## config.mk

```make
export PLATFORM = sky130hd
export DESIGN_NAME = three_queue_manager_with_move
export DESIGN_NICKNAME = d
export VERILOG_FILES = /design/src/rtl/qm_pkg.sv /design/src/rtl/qm_mem.sv /design/src/rtl/qm_ctrl.sv /design/src/rtl/three_queue_manager_with_move.sv
export SDC_FILE = /design/constraint.sdc
export NUM_CORES = 2
export LEC_CHECK = 0
export BUFFER_PORTS_ARGS = -buffer_cell sky130_fd_sc_hd__buf_2
export CAP_MARGIN = 30
export CORE_MARGIN = 5
export CORE_UTILIZATION = 55
export CTS_BUF_LIST = sky130_fd_sc_hd__clkbuf_4 sky130_fd_sc_hd__clkbuf_8
export DETAILED_ROUTE_END_ITERATION = 16
export GPL_TIMING_DRIVEN = 0
export MAX_ROUTING_LAYER = met4
export PLACE_DENSITY = 0.78
export SETUP_SLACK_MARGIN = 0.5
export SYNTH_ARGS = -nofsm -noshare
export SYNTH_HDL_FRONTEND = slang
export SYNTH_HIERARCHICAL = 1
export SYNTH_SLANG_ARGS = --single-unit
```

## constraint.sdc

```tcl
create_clock -name clk -period 4.77 [get_ports clk]
set_input_delay 0.477 -clock clk [delete_from_list [all_inputs] [get_ports clk]]
set_output_delay 0.477 -clock clk [all_outputs]
set_load 0.1 [all_outputs]
```

## src/rtl/qm_pkg.sv

```systemverilog
// Shared types, codes and queue-selection helpers for the three-queue manager.
// No dependencies.
package qm_pkg;

  typedef enum logic [1:0] {
    CMD_ADD   = 2'd0,
    CMD_MOVE  = 2'd1,
    CMD_SERVE = 2'd2,
    CMD_READ  = 2'd3
  } cmd_t;

  typedef logic [1:0] qid_t;

  localparam qid_t Q0 = 2'd0;
  localparam qid_t Q1 = 2'd1;
  localparam qid_t Q2 = 2'd2;

  localparam logic [1:0] ST_DONE      = 2'd0;
  localparam logic [1:0] ST_SRC_EMPTY = 2'd1;
  localparam logic [1:0] ST_DST_FULL  = 2'd2;

  // Selector 3 aliases queue 2.
  function automatic qid_t pick_queue(input logic [1:0] sel);
    pick_queue = (sel == Q0 || sel == Q1) ? sel : Q2;
  endfunction

  // A move never lands on its own source.
  function automatic qid_t move_target(input qid_t src, input logic [1:0] dst);
    qid_t t;
    case (src)
      Q0:      t = (dst == Q1) ? Q1 : Q2;
      Q1:      t = (dst == Q0) ? Q0 : Q2;
      default: t = (dst == Q0) ? Q0 : Q1;
    endcase
    move_target = t;
  endfunction

endpackage

```

## src/rtl/qm_mem.sv

```systemverilog
// Queue storage: one write port, one read port, registered read data.
// Uses qm_pkg only for the common import convention.
module qm_mem import qm_pkg::*; #(
  parameter int DEPTH = 64,
  localparam int AW   = $clog2(3 * DEPTH)
) (
  input  logic          clk,
  input  logic          we,
  input  logic [AW-1:0] waddr,
  input  logic [7:0]    wdata,
  input  logic          re,
  input  logic [AW-1:0] raddr,
  output logic [7:0]    rdata
);

  logic [7:0] mem [3 * DEPTH];

  always_ff @(posedge clk) begin
    if (we) begin
      mem[waddr] <= wdata;
    end
  end

  // Read data holds until the next read, so a stalled command keeps it.
  always_ff @(posedge clk) begin
    if (re) begin
      rdata <= mem[raddr];
    end
  end

endmodule

```

## src/rtl/qm_ctrl.sv

```systemverilog
// Command sequencer: head pointers, fill counts, memory control, result register.
// Depends on qm_pkg; drives the ports of qm_mem.
module qm_ctrl import qm_pkg::*; #(
  parameter int DEPTH  = 64,
  localparam int PW    = $clog2(DEPTH),
  localparam int CNT_W = $clog2(DEPTH + 1),
  localparam int AW    = $clog2(3 * DEPTH)
) (
  input  logic             clk,
  input  logic             rst,
  input  logic             in_valid,
  output logic             in_ready,
  input  logic [1:0]       cmd,
  input  logic [7:0]       item,
  input  logic [1:0]       src_queue,
  input  logic [1:0]       dst_queue,
  output logic             out_valid,
  input  logic             out_ready,
  output logic [7:0]       out_item,
  output logic [1:0]       status,
  output logic [CNT_W-1:0] src_count,
  output logic [CNT_W-1:0] dst_count,
  output logic             mem_we,
  output logic [AW-1:0]    mem_waddr,
  output logic [7:0]       mem_wdata,
  output logic             mem_re,
  output logic [AW-1:0]    mem_raddr,
  input  logic [7:0]       mem_rdata
);

  typedef enum logic {S_IDLE, S_EXEC} state_t;

  state_t           state;
  cmd_t             cmd_r;
  logic [7:0]       item_r;
  qid_t             src_r;
  qid_t             dst_r;
  logic [PW-1:0]    head  [3];
  logic [CNT_W-1:0] count [3];

  qid_t             in_src;
  qid_t             in_dst;
  logic             accept;
  logic             fire;
  logic [CNT_W-1:0] cnt_s;
  logic [CNT_W-1:0] cnt_d;
  logic [PW-1:0]    head_s;
  logic [PW-1:0]    head_inc;
  logic             src_empty;
  logic             dst_full;
  logic             do_pop;
  logic             do_push;
  logic [1:0]       st;
  logic [CNT_W:0]   tail_sum;
  logic [PW-1:0]    tail_pos;

  function automatic logic [AW-1:0] mem_addr(input qid_t q, input logic [PW-1:0] pos);
    mem_addr = AW'(AW'(q) * AW'(DEPTH)) + AW'(pos);
  endfunction

  assign in_ready = (state == S_IDLE);
  assign accept   = in_valid && in_ready;
  assign in_src   = pick_queue(src_queue);
  assign in_dst   = (cmd_t'(cmd) == CMD_MOVE) ? move_target(in_src, dst_queue)
                                              : pick_queue(dst_queue);

  // Head read goes out on the accept edge; data is ready in the execute cycle.
  assign mem_re    = accept;
  assign mem_raddr = mem_addr(in_src, head[in_src]);

  always_comb begin
    cnt_s     = count[src_r];
    cnt_d     = count[dst_r];
    head_s    = head[src_r];
    src_empty = (cnt_s == '0);
    dst_full  = (cnt_d == CNT_W'(DEPTH));
    case (cmd_r)
      CMD_ADD: begin
        st      = dst_full ? ST_DST_FULL : ST_DONE;
        do_pop  = 1'b0;
        do_push = !dst_full;
      end
      CMD_MOVE: begin
        st      = src_empty ? ST_SRC_EMPTY : (dst_full ? ST_DST_FULL : ST_DONE);
        do_pop  = !src_empty && !dst_full;
        do_push = !src_empty && !dst_full;
      end
      default: begin
        st      = src_empty ? ST_SRC_EMPTY : ST_DONE;
        do_pop  = !src_empty;
        do_push = 1'b0;
      end
    endcase
    head_inc = (head_s == PW'(DEPTH - 1)) ? '0 : head_s + 1'b1;
    tail_sum = (CNT_W + 1)'(head[dst_r]) + (CNT_W + 1)'(cnt_d);
    tail_pos = (tail_sum >= (CNT_W + 1)'(DEPTH)) ? PW'(tail_sum - (CNT_W + 1)'(DEPTH))
                                                 : PW'(tail_sum);
  end

  assign fire      = (state == S_EXEC) && (!out_valid || out_ready);
  assign mem_we    = fire && do_push;
  assign mem_waddr = mem_addr(dst_r, tail_pos);
  assign mem_wdata = (cmd_r == CMD_MOVE) ? mem_rdata : item_r;

  always_ff @(posedge clk) begin
    if (rst) begin
      state     <= S_IDLE;
      out_valid <= 1'b0;
      for (int i = 0; i < 3; i++) begin
        head[i]  <= '0;
        count[i] <= '0;
      end
    end else begin
      case (state)
        S_IDLE: begin
          if (accept) begin
            state <= S_EXEC;
          end
        end
        S_EXEC: begin
          if (fire) begin
            state     <= S_IDLE;
            status    <= st;
            out_item  <= (st == ST_DONE && (cmd_r == CMD_MOVE || cmd_r == CMD_READ))
                         ? mem_rdata : 8'd0;
            src_count <= (cmd_r == CMD_ADD) ? '0 : (do_pop ? cnt_s - 1'b1 : cnt_s);
            dst_count <= (cmd_r == CMD_SERVE || cmd_r == CMD_READ) ? '0
                         : (do_push ? cnt_d + 1'b1 : cnt_d);
            if (do_pop) begin
              head[src_r]  <= head_inc;
              count[src_r] <= cnt_s - 1'b1;
            end
            if (do_push) begin
              count[dst_r] <= cnt_d + 1'b1;
            end
          end
        end
        default: state <= S_IDLE;
      endcase
      // a new beat loads on fire; otherwise the held beat leaves on its handshake
      if (fire) begin
        out_valid <= 1'b1;
      end else if (out_ready) begin
        out_valid <= 1'b0;
      end
    end
  end

  // Payload registers
  always_ff @(posedge clk) begin
    if (accept) begin
      cmd_r  <= cmd_t'(cmd);
      item_r <= item;
      src_r  <= in_src;
      dst_r  <= in_dst;
    end
  end

endmodule

```

## src/rtl/three_queue_manager_with_move.sv

```systemverilog
// Three byte FIFOs of DEPTH entries each, sharing one queue memory. A command
// (add, move, serve, read) has an accept cycle, which reads the source head
// from the memory, whose read data is registered, and an execute cycle, which
// writes the target tail and updates head pointers and fill counts. One command
// is in flight at a time, so the next is taken only once the last has executed.
// Each command yields one result beat held in an output register; the next
// command is accepted while that beat waits, but it holds in its execute cycle
// until the register frees. No clearing pass is needed after reset.
module three_queue_manager_with_move import qm_pkg::*; #(
  parameter int DEPTH = 64
) (
  input  logic                          clk,
  input  logic                          rst,
  input  logic                          in_valid,
  output logic                          in_ready,
  input  logic [1:0]                    cmd,
  input  logic [7:0]                    item,
  input  logic [1:0]                    src_queue,
  input  logic [1:0]                    dst_queue,
  output logic                          out_valid,
  input  logic                          out_ready,
  output logic [7:0]                    out_item,
  output logic [1:0]                    status,
  output logic [$clog2(DEPTH + 1)-1:0]  src_count,
  output logic [$clog2(DEPTH + 1)-1:0]  dst_count
);

  localparam int AW = $clog2(3 * DEPTH);

  logic          mem_we;
  logic [AW-1:0] mem_waddr;
  logic [7:0]    mem_wdata;
  logic          mem_re;
  logic [AW-1:0] mem_raddr;
  logic [7:0]    mem_rdata;

  qm_ctrl #(.DEPTH(DEPTH)) u_ctrl (
    .clk       (clk),
    .rst       (rst),
    .in_valid  (in_valid),
    .in_ready  (in_ready),
    .cmd       (cmd),
    .item      (item),
    .src_queue (src_queue),
    .dst_queue (dst_queue),
    .out_valid (out_valid),
    .out_ready (out_ready),
    .out_item  (out_item),
    .status    (status),
    .src_count (src_count),
    .dst_count (dst_count),
    .mem_we    (mem_we),
    .mem_waddr (mem_waddr),
    .mem_wdata (mem_wdata),
    .mem_re    (mem_re),
    .mem_raddr (mem_raddr),
    .mem_rdata (mem_rdata)
  );

  qm_mem #(.DEPTH(DEPTH)) u_mem (
    .clk   (clk),
    .we    (mem_we),
    .waddr (mem_waddr),
    .wdata (mem_wdata),
    .re    (mem_re),
    .raddr (mem_raddr),
    .rdata (mem_rdata)
  );

endmodule

```

Word level (Yosys, flattened, before mapping)
Memory sizes are Yosys's and may differ from the RTL's. A register that Yosys moved wholly into a read port is not among the register bits.
Index checks and enable logic that the tools add are counted.
{ "word_totals": {"ff_bits": 40, "ramBits": 1575, "wordCells": 106, "n_memories": 3} }
{ "mem_list": {"columns": ["name", "depth", "width", "read_ports", "rd_clocked_by_memory_dff", "write_ports", "line", "source"], "rows": [
  ["u_mem.mem", 192, 8, 1, 1, 1, "qm_mem.sv:16", "logic [7:0] mem [3 * DEPTH];"],
  ["u_ctrl.count", 3, 7, 2, 2, 3, "qm_ctrl.sv:39", "logic [CNT_W-1:0] count [3];"],
  ["u_ctrl.head", 3, 6, 3, 2, 3, "qm_ctrl.sv:38", "logic [PW-1:0] head [3];"]
]} }
{ "classes": {"n_addsub": 7, "order_cmp": 1, "n_eq_ne": 9, "mux": 50, "bitwise": 2, "reduce_logical": 24} }
{ "op_table": {"columns": ["cell", "count"], "rows": [
  ["2-bit two-way mux", 14],
  ["7-bit two-way mux", 4],
  ["1-bit two-way mux", 23],
  ["6-bit two-way mux", 3],
  ["8-bit by 6-bit adder with 8-bit output", 2],
  ["7-bit OR reduction", 2],
  ["2-bit by 1-bit equality test with 1-bit output (second input constant)", 5],
  ["2-bit logical NOT", 5],
  ["6-bit by 7-bit adder with 8-bit output", 1],
  ["8-bit by 7-bit greater-or-equal comparator with 1-bit output (second input constant)", 1],
  ["8-bit two-way mux", 1],
  ["2-bit case mux with 2 select lines", 2],
  ["7-bit by 1-bit adder with 7-bit output (second input constant)", 1],
  ["7-bit equality test (second input constant)", 1],
  ["7-bit logical NOT", 1],
  ["7-bit by 1-bit subtractor with 7-bit output (second input constant)", 1],
  ["6-bit by 1-bit adder with 6-bit output (second input constant)", 1],
  ["6-bit equality test (second input constant)", 1],
  ["1-bit case mux with 2 select lines", 3],
  ["6-bit OR reduction", 1],
  ["6-bit by 1-bit subtractor with 6-bit output (second input constant)", 1],
  ["1-bit logical AND", 5],
  ["1-bit logical OR", 5],
  ["2-bit equality test (second input constant)", 2],
  ["4 further kinds", 7]
]} }

Depth between registers and ports, before layout
{ "depth": {"word_depth": 11, "ltp_mapped": 14, "depth_no_buf": 11} }

Modules after synthesis
Netlist, hierarchy kept.
{ "by_module_without_submodules": {"columns": ["module", "instances", "cells_each", "area_per_inst_um2", "seq_area_each_um2"], "rows": [
  ["qm_mem", 1, 2818, 60010.1, 46364.5],
  ["qm_ctrl", 1, 434, 5471.5, 2822.7]
]} }

Least setup slack after synthesis
OpenSTA, ideal clock, no wires.
{ "synth_timing": {"kind": "flip-flop to flip-flop", "startpoint": "register with a tool-made name", "endpoint": "memory u_mem.mem[124][0], enable pin", "setup_time_ns": 0.371, "t_arrival_ns": 3.498, "t_required_ns": 4.399, "slack_ns": 0.901, "stages_incl_launch_ff": 14, "path_buffers": 4, "period_less_slack_ns": 3.869, "cell_sequence": "dfxtp_1 buf_1 mux4_2 inv_1 ha_1 nor4b_4 nand3_2 buf_2 nand3_1 nor3_1 clkbuf_1 buf_1 nand4_1 nor2_1"} }
{ "synth_rtl": {"columns": ["element", "line"], "rows": [
  ["end, declared", "qm_mem.sv:16"]
]} }

==> out/metrics.yaml <==
power_and_ir_drop:
  max-vdd-ir-drop_uv: 270
  p_leak_nw: 24.0
  total_power_mw: 30.4
  power.density_nw_per_um2: 397
global_routing:
  grtUsageTotal_pct: 29.2
  grt_antenna_before_repair: 7
  grt_pass1_vias: 35900
  grt_max_degree: 155
  grt-ovfl-total: 0
  grt_pass1_wl_microns: 255000
layout:
  fin_area_sq_um: 76400
  final_nets: 3712
  multi_input_area_sq_um: 17000
  num-fill-cells: 7220
  seqCellArea_sq_um: 49200
  syn2layout_area_growth_pct: 16.7
  layout-drive-gt1-share_pct: 33.6
  fin_cells: 5418
  fin_util_pct: 64.7
logic_synthesis:
  synthXorXnorAreaFrac_pct: 0.227
  syn_nets: 3280
  avgSynthCellArea_sq_um: 20.1
  synth_top_family_by_area: "multiplexers"
  synthFlopType: "edfxtp_1"
  synth-compound-area-share_pct: 3.06
  async_flop_share_pct: 0
  synth-seq-cells: 1640
  synthMuxAreaShare_pct: 16.0
  syn_inst: 3252
  synth-adder-area-share_pct: 0.203
  synth-edff-count: 1634
  yosysUniqueCellTypes: 66
  syn_area_sq_um: 65500
  ys_warn_count: 6
  synthSimpleGateAreaFrac_pct: 3.66
  ys_seq_area_share_pct: 75.1
floorplan:
  fp.dieH_microns: 355
  row_count: 126
  start_util_pct: 55.5
  die_w_microns: 355
  core_sq_um: 118000
  dieArea_sq_um: 126000
  ioPinCount: 44
worst_hold_path:
  hold_depth: 3
  hp-class: "input pin to register"
  holdPathEnd: "u_ctrl/dst_r[0]"
  min_from: "src_queue[1]"
setup_path:
  reg2regPathDepth: 10
  regToRegSetupSlack_ns: 0.10
  worst_ep_required_time_ns: 5.40
  cp-start-kind: "register"
  r2r-end: "u_mem/rdata[3]"
  end_kind: "register"
  path_max_fanout: 10
  critical_path_class: "register to register"
  r2r_start: "u_ctrl/head[1][3]"
  arrival_ns: 5.29
placement:
  preCtsSetupSlack_ns: -1.24
  port_buffers: 42
  gp_congestion: 0.997
  postPlaceCellArea_sq_um: 68400
  dpl.cell_count: 4867
  dpl.hpwl_microns: 114000
routing:
  first_iter_violations: 6342
  viasPerCell: 6.89
  routed-via-count: 37300
  wire_per_inst_microns: 34.3
  routed_wirelength_microns: 186000
  post-route-drc-count: 0
  first_pass_iters: 6
  ant_nets: 0
timing:
  fin_worst_skew_ns: 0.0549
  layout_setup_ws_ns: 0.104
  layout_min_cycle_time_ns: 4.67
  tightest_slew_ns: 1.20
  fmax_ghz: 0.214
  fin_crit_sh_pct: 97.8
  drv_slew: 0
  rsz0062_at_grt: "yes"
  slew-limit-headroom_pct: 20.0
  hold_viol_final: 0
  report.final.setup_viol: 0
clock_tree:
  cts_tree: "done"
  clkLatencyLatePin_ns: 0.99
  numCtsBuffers: 233
  cts.path.max_buffers: 3
  h-tree-depth: 4
  root_buffer: "clkbuf_8"
  clk_pin_slew_ns: 0.07
  cts_sinks: 1640
flow_run:
  maxCapViolCount: 0
status:
  status: "finished, final reports clean"
==> state kept, by name, summed over array words and instances, names as in the netlist, 7 cells and up, named ones only <==
register,cells
u_mem/rdata,8
u_mem/mem,1536
u_ctrl/head,24
u_ctrl/count,28
u_ctrl/src_count,7
u_ctrl/out_item,8
u_ctrl/dst_count,7
u_ctrl/item_r,8
==> cells in the mapped netlist (all sizes together), types with 23 or more instances <==
cell type | count | area [sq um]
edfxtp | 1634 | 49100
mux4 | 383 | 8630
nor2 | 246 | 926
mux2i | 164 | 1640
buf | 95 | 669
nand2 | 89 | 334
clkbuf | 88 | 334
a21oi | 52 | 260
a22oi | 51 | 383
nand3 | 50 | 260
o21ai | 35 | 175
o221ai | 31 | 272
inv | 27 | 101
nor2b | 23 | 144
nor3 | 23 | 115
o22ai | 23 | 144
==> cells in the final DEF, fill, tap and decap left out, types with 15 or more instances in the layout <==
cell,synthesis,layout
a22oi_1,51,51
clkbuf_2,0,18
o21ai_0,30,27
nor2b_1,23,21
nor2_2,1,19
nand2_1,89,81
nand3_4,0,15
buf_8,6,24
mux2i_1,164,164
clkbuf_1,87,61
o221ai_1,31,31
clkinv_1,1,72
nand4_1,20,20
o31ai_1,21,17
clkbuf_8,0,236
buf_12,0,58
mux4_2,383,383
o22ai_1,23,23
a21oi_1,52,49
buf_2,40,77
and2_1,15,15
nor3_1,23,21
buf_6,18,26
nand2b_1,15,15
buf_4,16,62
inv_1,27,27
edfxtp_1,1634,1634
clkinv_2,0,45
clkbuf_4,1,67
nor2_1,245,53
dlygate4sd3_1,0,22
nand3_1,48,32
nor2_4,0,174
==> worst max-delay path, stage by stage (launching register included) <==
cell and delay, ns:
edfxtp_1 0.38, mux2i_1 0.09, o21ai_1 0.48, buf_2 0.54, clkbuf_2 0.53, clkbuf_2 0.52, mux4_2 0.43, mux2i_1 0.45
nor2_1 0.14, o21ai_2 0.50, o31ai_2 0.26
==> through the flow <==
step | hold slack [ns] | setup TNS (ns)
finish | 0.103 | 0
CTS | 0.0218 | 0
global route | 0.0549 | 0
detailed placement | 0.493 | -1104.76
floorplan | 0.444 | 0
global placement | 0.465 | -1778.59
==> repair_timing <==
action / 4_1_cts / 5_1_grt
setup endpoints to repair: 1536 / 1536
hold endpoints to repair: 19 / 0
cloned: 0 / 1
hold buffers: 22 / 0
buffers inserted: 48 / 45
gates resized for setup: 443 / 90
pin swaps: 38 / 44
==> where the power goes <==
group          switching [mW]  internal [mW]  total, mW
clock                    5.33           5.27       10.6
combinational            2.48           1.12       3.59
sequential             0.0390           16.1       16.2
==> how the worst max path moves through the flow <==
stage / startpoint / end / slack (ns) / depth (start not counted)
after floorplan: register / u_mem/mem[124][0] / 0.90 / 13
after global placement: src_queue[0] / u_mem/rdata[4] / -2.08 / 11
after detailed placement: register / u_mem/mem[45][0] / -1.24 / 14
after CTS: u_ctrl/head[0][4] / u_mem/rdata[3] / 0.37 / 11
after global routing: u_ctrl/head[0][3] / u_mem/rdata[3] / 0.30 / 10
final: u_ctrl/head[1][3] / u_mem/rdata[3] / 0.10 / 10
==> per-layer routing <==
metal | share of wire [%] | track usage [%]
met5 | 0 | -
met2 | 46 | 43.4
met3 | 14 | 8.66
met4 | 7.0 | 14.5
met1 | 33 | 37.3
==> kinds of logic after synthesis <==
group,count (synthesis)
DFF,1640
muxes,568
and+or+nand+nor,519
AOI/OAI and AO/OA,287
buffers and inverters,211
xor gates and xnor gates,17
adders and majority gates,10
==> area by class of cell <==
class / instances / area share [%]
Antenna cell: 7 / 0.0229
Buffer: 183 / 1.56
Clock buffer: 293 / 4.80
Clock inverter: 133 / 0.974
Inverter: 28 / 0.138
Multi-Input combinational cell: 1401 / 22.3
Sequential cell: 1640 / 64.4
Tap cell: 1536 / 2.52
Timing Repair Buffer: 197 / 3.32
(Power assumes the default switching activity.)
